`config.mk`:
```
export PLATFORM = sky130hd
export DESIGN_NAME = tachometer_moving_average_rpm
export DESIGN_NICKNAME = d
export VERILOG_FILES = /design/src/tma_pkg.sv /design/src/tma_serial_div.sv /design/src/tachometer_moving_average_rpm.sv
export SDC_FILE = /design/constraint.sdc
export NUM_CORES = 2
export LEC_CHECK = 0
export BUFFER_PORTS_ARGS = -buffer_cell sky130_fd_sc_hd__buf_2
export CAP_MARGIN = 5
export CORE_ASPECT_RATIO = 1.4
export CORE_UTILIZATION = 45
export DETAILED_ROUTE_END_ITERATION = 7
export PLACE_DENSITY = 0.71
export SYNTH_ARGS = -nofsm -noshare
export SYNTH_HDL_FRONTEND = slang
export SYNTH_SLANG_ARGS = --single-unit
```
`constraint.sdc`:
```
create_clock -name clk -period 5.5 [get_ports clk]
set_clock_uncertainty 0.15 [all_clocks]
set_input_delay 1.1 -clock clk [delete_from_list [all_inputs] [get_ports clk]]
set_output_delay 1.1 -clock clk [all_outputs]
set_load 0.02 [all_outputs]
```
`src/tma_pkg.sv`:
```
package tma_pkg;

  localparam int unsigned TIME_W = 32;
  localparam int unsigned RPM_W = 16;
  localparam logic [RPM_W-1:0] RPM_PER_MS = 16'd60000;
  localparam logic [RPM_W-1:0] RPM_MAX = 16'd60000;

  typedef enum logic [2:0] {
    ST_IDLE,
    ST_RPM,
    ST_SUM,
    ST_MEAN,
    ST_OUT
  } tma_state_t;

endpackage

```
`src/tma_serial_div.sv`:
```
// Restoring divider, one quotient bit per cycle. The dividend register
// shifts out its top bit into the partial remainder and takes the quotient
// bit at the bottom, so once all DVD_W dividend bits have shifted out it holds the quotient.
module tma_serial_div #(
  parameter int unsigned DVD_W = 16,
  parameter int unsigned DVR_W = 16
) (
  input  logic             clk,
  input  logic             rst,
  input  logic             start,
  input  logic [DVD_W-1:0] dividend,
  input  logic [DVR_W-1:0] divisor,
  output logic             done,
  output logic [DVD_W-1:0] quotient
);

  localparam int unsigned CNT_W = $clog2(DVD_W + 1);

  logic [DVD_W-1:0] shreg;
  logic [DVR_W-1:0] rem;
  logic [DVR_W-1:0] dvr;
  logic [CNT_W-1:0] cnt;
  logic             busy;
  logic [DVR_W:0]   trial;
  logic [DVR_W:0]   diff;
  logic             ge;

  assign trial = {rem, shreg[DVD_W-1]};
  assign ge = trial >= {1'b0, dvr};
  assign diff = trial - {1'b0, dvr};
  assign quotient = shreg;

  always_ff @(posedge clk) begin
    if (rst) begin
      busy <= 1'b0;
      done <= 1'b0;
      cnt  <= '0;
    end else begin
      done <= 1'b0;
      if (start) begin
        busy <= 1'b1;
        cnt  <= CNT_W'(DVD_W);
      end else if (busy) begin
        cnt <= cnt - 1'b1;
        if (cnt == CNT_W'(1)) begin
          busy <= 1'b0;
          done <= 1'b1;
        end
      end
    end
  end

  always_ff @(posedge clk) begin
    if (start) begin
      shreg <= dividend;
      rem   <= '0;
      dvr   <= divisor;
    end else if (busy) begin
      shreg <= {shreg[DVD_W-2:0], ge};
      rem   <= ge ? diff[DVR_W-1:0] : trial[DVR_W-1:0];
    end
  end

endmodule

```
`src/tachometer_moving_average_rpm.sv`:
```
// Revolution tachometer with a moving-average output. Each input item is
// the millisecond timestamp of one revolution pulse; each item gives one
// result with this revolution's RPM, floor(60000 / elapsed) saturated at
// 60000 when two pulses share a timestamp, and the truncated mean of the
// last WINDOW values (entries not yet written count as zero). The first
// pulse measures from timestamp zero. One item is in work at a time and
// passes, before the next can be accepted, through a bit-serial period
// divider, a ring and sum update, and a bit-serial mean divider over a
// dividend of 16 + clog2(WINDOW) bits. The next item is taken while a
// finished result still waits in the output register.
module tachometer_moving_average_rpm
  import tma_pkg::*;
#(
  parameter int unsigned WINDOW = 64
) (
  input  logic        clk,
  input  logic        rst,
  input  logic        s_axis_tvalid,
  output logic        s_axis_tready,
  input  logic [31:0] s_axis_tdata,  // [31:0] pulse_time_ms
  output logic        m_axis_tvalid,
  input  logic        m_axis_tready,
  output logic [31:0] m_axis_tdata   // [15:0] rev_rpm, [31:16] mean_rpm
);

  localparam int unsigned SLOT_W = $clog2(WINDOW);
  localparam int unsigned SUM_W = RPM_W + $clog2(WINDOW);
  localparam int unsigned WDV_W = $clog2(WINDOW + 1);

  tma_state_t state, state_next;

  logic [TIME_W-1:0] last_time;
  logic [TIME_W-1:0] elapsed;
  logic              period_zero;
  logic              period_big;
  logic [RPM_W-1:0]  rpm;
  logic [SLOT_W-1:0] slot;
  logic [SUM_W-1:0]  window_sum;
  logic [SUM_W-1:0]  sum_next;
  logic [RPM_W-1:0]  ring [WINDOW];
  logic [WINDOW-1:0] ring_valid;
  logic [RPM_W-1:0]  old_rpm;
  logic              old_valid;
  logic [RPM_W-1:0]  old_val;

  logic              in_accept;
  logic              out_free;
  logic              rpm_start, rpm_done;
  logic [RPM_W-1:0]  rpm_quot;
  logic              mean_start, mean_done;
  logic [SUM_W-1:0]  mean_quot;

  assign in_accept = s_axis_tvalid && s_axis_tready;
  assign out_free = !m_axis_tvalid || m_axis_tready;
  assign elapsed = s_axis_tdata - last_time;
  assign old_val = old_valid ? old_rpm : '0;
  assign sum_next = window_sum - SUM_W'(old_val) + SUM_W'(rpm);

  always_ff @(posedge clk) begin
    if (rst) begin
      state <= ST_IDLE;
    end else begin
      state <= state_next;
    end
  end

  always_comb begin
    state_next = state;
    s_axis_tready = 1'b0;
    rpm_start = 1'b0;
    mean_start = 1'b0;
    unique case (state)
      ST_IDLE: begin
        s_axis_tready = 1'b1;
        if (s_axis_tvalid) begin
          rpm_start = 1'b1;
          state_next = ST_RPM;
        end
      end
      ST_RPM: begin
        if (rpm_done) state_next = ST_SUM;
      end
      ST_SUM: begin
        mean_start = 1'b1;
        state_next = ST_MEAN;
      end
      ST_MEAN: begin
        if (mean_done) state_next = ST_OUT;
      end
      ST_OUT: begin
        if (out_free) state_next = ST_IDLE;
      end
      default: state_next = ST_IDLE;
    endcase
  end

  // Control state: timestamp, write slot, running sum, valid bits, output.
  always_ff @(posedge clk) begin
    if (rst) begin
      last_time     <= '0;
      slot          <= '0;
      window_sum    <= '0;
      ring_valid    <= '0;
      m_axis_tvalid <= 1'b0;
    end else begin
      if (in_accept) last_time <= s_axis_tdata;
      if (state == ST_SUM) begin
        window_sum       <= sum_next;
        ring_valid[slot] <= 1'b1;
        slot <= (slot == SLOT_W'(WINDOW - 1)) ? '0 : slot + 1'b1;
      end
      if (state == ST_OUT && out_free) begin
        m_axis_tvalid <= 1'b1;
      end else if (m_axis_tready) begin
        m_axis_tvalid <= 1'b0;
      end
    end
  end

  always_ff @(posedge clk) begin
    if (in_accept) begin
      period_zero <= elapsed == '0;
      period_big  <= elapsed[TIME_W-1:RPM_W] != '0;
      old_valid   <= ring_valid[slot];
    end
    // A period of 2^16 ms or more is beyond 60000 and gives zero.
    if (state == ST_RPM && rpm_done) begin
      rpm <= period_zero ? RPM_MAX : (period_big ? '0 : rpm_quot);
    end
    if (state == ST_OUT && out_free) begin
      m_axis_tdata <= {mean_quot[RPM_W-1:0], rpm};
    end
  end

  // Ring storage: read the entry to replace at acceptance, write it back later.
  always_ff @(posedge clk) begin
    if (in_accept) old_rpm <= ring[slot];
    if (state == ST_SUM) ring[slot] <= rpm;
  end

  tma_serial_div #(
    .DVD_W(RPM_W),
    .DVR_W(RPM_W)
  ) u_rpm_div (
    .clk      (clk),
    .rst      (rst),
    .start    (rpm_start),
    .dividend (RPM_PER_MS),
    .divisor  (elapsed[RPM_W-1:0]),
    .done     (rpm_done),
    .quotient (rpm_quot)
  );

  tma_serial_div #(
    .DVD_W(SUM_W),
    .DVR_W(WDV_W)
  ) u_mean_div (
    .clk      (clk),
    .rst      (rst),
    .start    (mean_start),
    .dividend (sum_next),
    .divisor  (WDV_W'(WINDOW)),
    .done     (mean_done),
    .quotient (mean_quot)
  );

endmodule

```
---- Word level (Yosys, flattened, before mapping) ----
Memory sizes are Yosys's and may differ from the RTL's. A register that Yosys moved wholly into a read port is not among the register bits.
Index checks and enable logic that the tools add are counted.
word-level totals
  register bits after elaboration ......... 270
  memory bits (writable) .................. 1024
  input port bits ......................... 36
  output and inout bits ................... 34
  memories ................................ 1
memory list
  memory  depth  bits a word  rd ports  clocked after memory_dff  write ports  line                                 RTL
  ring    64     16           1         1                         1            tachometer_moving_average_rpm.sv:40  logic [RPM_W-1:0] ring [WINDOW];
operators by class
  add/sub/neg operators ................... 8
  magnitude comparators ................... 4
  eq/ne operators ......................... 11
  multiplexer cells ....................... 35
  bitwise operators ....................... 3
  reductions and logical operators ........ 18
operators by type and width
  kind                   count
  $or A64 B64 Y64        1
  $mux W16               3
  $mux W22               2
  $logic_not A32 Y1      1
  $sub A32 B32 Y32       1
  $add A22 B16 Y22       1
  $sub A22 B16 Y22       1
  $mux W5                4
  $ge A17 B16 Y1         1
  $mux W1                17
  $reduce_bool A16 Y1    1
  $sub A16 B16 Y16       1
  $pmux W3 S5            1
  $mux W3                4
  $eq A5 B1 Y1 const B   2
  $sub A5 B1 Y5 const B  2
  $ge A8 B7 Y1 const B   1
  $lt A6 B7 Y1 const B   1
  $mux W7                1
  $sub A7 B7 Y7 const B  1
  $add A6 B1 Y6 const B  1
  $bmux W1 S6            1
  $demux W1 S6           1
  $eq A3 B2 Y1 const B   2
  other kinds (16)       27

---- Logic depth before layout (Yosys ltp) ----
  word-level depth ........................ 5
  mapped depth ............................ 17
  mapped depth without buffers ............ 17

---- Cells and area by module ----
A second synthesis with hierarchy kept.
second synthesis, totals
  cell total of the unflattened synthesis .. 3559
  area, all modules ....................... 52550.4 µm²
modules (own cells, without submodules)
  module                         instances  cells each  area an instance (µm²)  seq. area each (µm²)
  tachometer_moving_average_rpm  1          3068        47135.2                 35323.9
  tma_serial_div at u_rpm_div    1          306         3189.3                  1421.4
  tma_serial_div at u_mean_div   1          185         2225.9                  1151.1

---- Worst setup path after synthesis ----
OpenSTA, ideal clock, no wires.
  kind .................................... register to register
  start point ............................. register rpm[1]
  end point ............................... register u_mean_div.shreg[21], in the netlist u_mean_div.quotient[21], data pin
  setup time .............................. 135 ps
  arrival ................................. 4059 ps
  setup slack ............................. 1155 ps
  cell stages (with the launch flop) ...... 16
  clock period less this slack ............ 4345 ps
  path through ............................ edfxtp_1 inv_1 fa_1 inv_1 ha_1 a211oi_1 o21ai_1 nand3b_1 a21boi_1 o211a_1 o41ai_4 o2111ai_1 a21oi_1 xnor2_1 or3_1 nand3_1
between the ends
  cells in the longest elaborated chain, start to end .. 2
RTL lines
  element                   line                                  RTL
  start: declaration        tachometer_moving_average_rpm.sv:36   logic [RPM_W-1:0] rpm;
  start signal: assignment  tachometer_moving_average_rpm.sv:128  rpm <= period_zero ? RPM_MAX : (period_big ? '0 : rpm_quot);
  $add A22 B16 Y22          tachometer_moving_average_rpm.sv:57   assign sum_next = window_sum - SUM_W'(old_val) + SUM_W'(rpm);
  $mux W22                  tma_serial_div.sv:54                  if (start) begin
  end signal: assignment    tma_serial_div.sv:55                  shreg <= dividend;
  end signal: assignment    tma_serial_div.sv:59                  shreg <= {shreg[DVD_W-2:0], ge};
  end: declaration          tma_serial_div.sv:19                  logic [DVD_W-1:0] shreg;
Every way passes these cells.
A chain may end at the register's enable or synchronous reset.

---- Final worst setup path ----
  start point ............................. register old_valid
  end point ............................... register window_sum[21]
between the ends
  cells in the longest elaborated chain, start to end .. 3
RTL lines
  element                   line                                  RTL
  start: declaration        tachometer_moving_average_rpm.sv:43   logic old_valid;
  start signal: assignment  tachometer_moving_average_rpm.sv:124  old_valid <= ring_valid[slot];
  $mux W16                  tachometer_moving_average_rpm.sv:56   assign old_val = old_valid ? old_rpm : '0;
  $sub A22 B16 Y22          tachometer_moving_average_rpm.sv:57
  $add A22 B16 Y22          tachometer_moving_average_rpm.sv:57
  end signal: assignment    tachometer_moving_average_rpm.sv:108  window_sum <= sum_next;
  end: declaration          tachometer_moving_average_rpm.sv:38   logic [SUM_W-1:0] window_sum;
Every way passes these cells.

==> metrics.yaml <==
cp_data_arrival_time_ps: 4640
rows: 146
wire_length_of_the_first_global_routing_pass_um: 195000
worstSetupStartpointType: "flop"
post_synth_edffs: 1129
grt_overall_usage: 0.227
synthesis.area_mm2: 0.0512
worstSkewPairLatency_ps: 740
final_cell_mix: "1129 x edfxtp_1, 409 x a22oi_1, 249 x nor2_1"
power.switching_mw: 4.14
nNetsFinal: 3762
post-route-drc-count: 0
total_power_mw: 19.4
worstPathRequired_ps: 5990
total_leakage_power_nw: 18.7
yosys_warnings: 0
final_critical_path_setup_slack_ps: 1360
start_util: 0.453
ctsRootBufferMaster: "clkbuf_16"
run_status: "completed"
cts.reportedPaths.clkPinSlew_ps: 60
syn_to_final_growth_pct: 12.0
pwr_density_cell_mw_per_mm2: 338
synth_async_sr_flop_share: 0
nFillCells: 9223
grt-ovfl-total: 0
synthXorXnorAreaFrac: 0.00959
post-place-ws_ps: 1180
finalWirelength_um: 132000
ys.flop_type: "edfxtp_1"
detail_route.wl_per_cell_um: 25.4
gate_power_share: 0.042
sequential_area_share_after_synthesis: 0.734
detail-route-antenna-nets: 0
rsz0062_at_grt: "false"
setup_viol_count_final: 0
detailedRoute.firstPassIterationCount: 5
grt_max_degree: 137
power.switching_fraction: 0.214
hold_viol: 0
intPower_mw: 15.2
slew_violations: 0
dr_total_vias: 31600
gp_congestion: 0.885
core_area_mm2: 0.113
clock_power_share: 0.401
worstHoldPathType: "flop to flop"
critPathMaxFanout: 16
dp.final_hpwl_um: 75100
tritoncts: "built"
p_seq_frac: 0.557
worst_hold_margin_ps: 299
timing.slew.headroom: 0.178
synth_seq_cells: 1310
post_cts.repair.setup_buffers: 0
syn_inst: 3540
top_ports: 70
diodes: 0
post_synth_num_cell_types: 77
io_buffers: 69
drive_gt1_frac: 0.105
cts_hold_buf: 0
viasPerCell: 6.06
simple_gate_area_share_of_the_yosys_netlist: 0.0663
syn_avg_cell_area_um2: 14.5
antenna_found_initial: 1
die_area_mm2: 0.115
synth_adder_area_share: 0.0251
fin_crit_sh: 0.753
cts-buffers-inserted: 111
fp.dieH_um: 401
endpoint_kind: "flop"
post_cts_resized: 0
max-clock-path-buffers: 3
timing.final.crit_period_ps: 4140
synth_compound_area_frac: 0.135
mappedNetlistNets: 3668
tightest_slew_ps: 1230
power.ir.vdd_worst_v: 0.000294
max_clock_freq_mhz: 241
dr_iter_0_viols: 3640
synth.mux.area_fraction: 0.00531
clock-sinks: 1310
final_area_mm2: 0.0573
first_global_vias: 30900
final_common_cell: "edfxtp_1"
h-tree-depth: 3
post_dp_cell_area_mm2: 0.0537
die_x_um: 287
synth_top_family_by_area: "compound AO/OA/AOI/OAI gates"
fin_tns_setup_ps: 0
timing.max_cap.violations: 0
timing_worst_setup_path_type: "flop to flop"
flip-flops by register name (all words and copies together), names as in the netlist, 3 cells and up:
name,count
last_time,32
m_axis_tdata,32
old_rpm,16
ring,1024
ring_valid,64
rpm,16
slot,6
state,3
u_mean_div.cnt,5
u_mean_div.quotient,22
u_mean_div.rem,7
u_rpm_div.cnt,5
u_rpm_div.dvr,16
u_rpm_div.quotient,16
u_rpm_div.rem,16
window_sum,22
metal layers:
metal	wire, µm	GRT usage	up-vias
met5	0	0	-
met4	7310	0.127	0
met3	10400	0.0292	271
met2	65600	0.387	1510
met1	48900	0.277	15900
li1	-	-	13900
through the flow:
stage | std cells | utilization
global placement | 5001 | 0.475
detailed placement | 5001 | 0.475
finish | 5210 | 0.507
global route | 5210 | 0.507
CTS | 5210 | 0.507
floorplan | 3540 | -
cell families after synthesis:
logic type / after synthesis
simple gates: 729
buf+inv: 345
flops: 1310
xor+xnor: 56
compound gates: 981
fa+ha+maj: 92
mux: 27
layout make-up:
class / instances / area, µm² / share of cell area
flip-flops and latches: 1310 / 37500 / 0.655
multi-input cells: 1885 / 12400 / 0.217
clock buffers: 146 / 3000 / 0.0524
well taps: 1480 / 1850 / 0.0323
repair buffers: 179 / 1310 / 0.0229
clock inverters: 63 / 601 / 0.0105
inverters: 147 / 553 / 0.00966
power groups by stage:
| stage | Clock, mW | Combinational (mW) | Sequential, mW |
|---|---|---|---|
| 2_1_floorplan | 0 | 0.638 | 11.0 |
| 3_3_place_gp | 0 | 0.793 | 11.0 |
| 3_5_place_dp | 0 | 0.803 | 11.0 |
| 4_1_cts | 7.86 | 0.809 | 10.8 |
| 5_1_grt | 8.20 | 0.907 | 10.8 |
| 6_report | 7.77 | 0.808 | 10.8 |
critical path, stage by stage, from the launching register on:
cell	delay [ps]
edfxtp_1	550
and2_1	220
fa_1	520
inv_1	50
ha_1	280
a211oi_1	260
o21ai_1	150
nand3b_1	130
a21boi_1	90
o211a_1	260
o41ai_4	400
o2111ai_1	180
a21oi_1	200
xnor2_1	120
or3_1	340
a21oi_1	150
cell usage after synthesis (12+ instances only):
library cell	n	area, µm²
nor2b_1	13	81.3
nor2_1	262	983
ha_1	74	926
xor2_1	17	149
a22o_1	69	604
a21o_1	29	218
edfxtp_1	1129	33900
a22oi_1	409	3070
nand2_1	213	800
inv_1	147	552
o21ai_0	47	235
clkbuf_1	174	653
nor3_1	29	145
a21oi_1	205	1030
nand4_1	92	576
xnor2_1	39	342
buf_1	21	78.8
a31oi_1	76	475
fa_1	18	360
and3_1	12	75.1
a221oi_1	68	596
and2_1	28	175
nand3_1	19	95.1
nand2b_1	12	75.1
dfxtp_1	181	3620
mux2i_1	26	260
worst paths after layout:
path | slack [ps] | to | cells after the start | startpoint
worst max-delay path | 1360 | window_sum[21]$_SDFFE_PP0P_ | 15 | old_valid$_DFFE_PP_
worst max register to register | 1360 | window_sum[21]$_SDFFE_PP0P_ | 15 | old_valid$_DFFE_PP_
worst min register to register | 300 | m_axis_tdata[31]$_DFFE_PP_ | 0 | u_mean_div.quotient[15]$_DFFE_PP_
worst min-delay path | 300 | m_axis_tdata[31]$_DFFE_PP_ | 0 | u_mean_div.quotient[15]$_DFFE_PP_
Note: power is estimated with default switching activity, not from simulation.
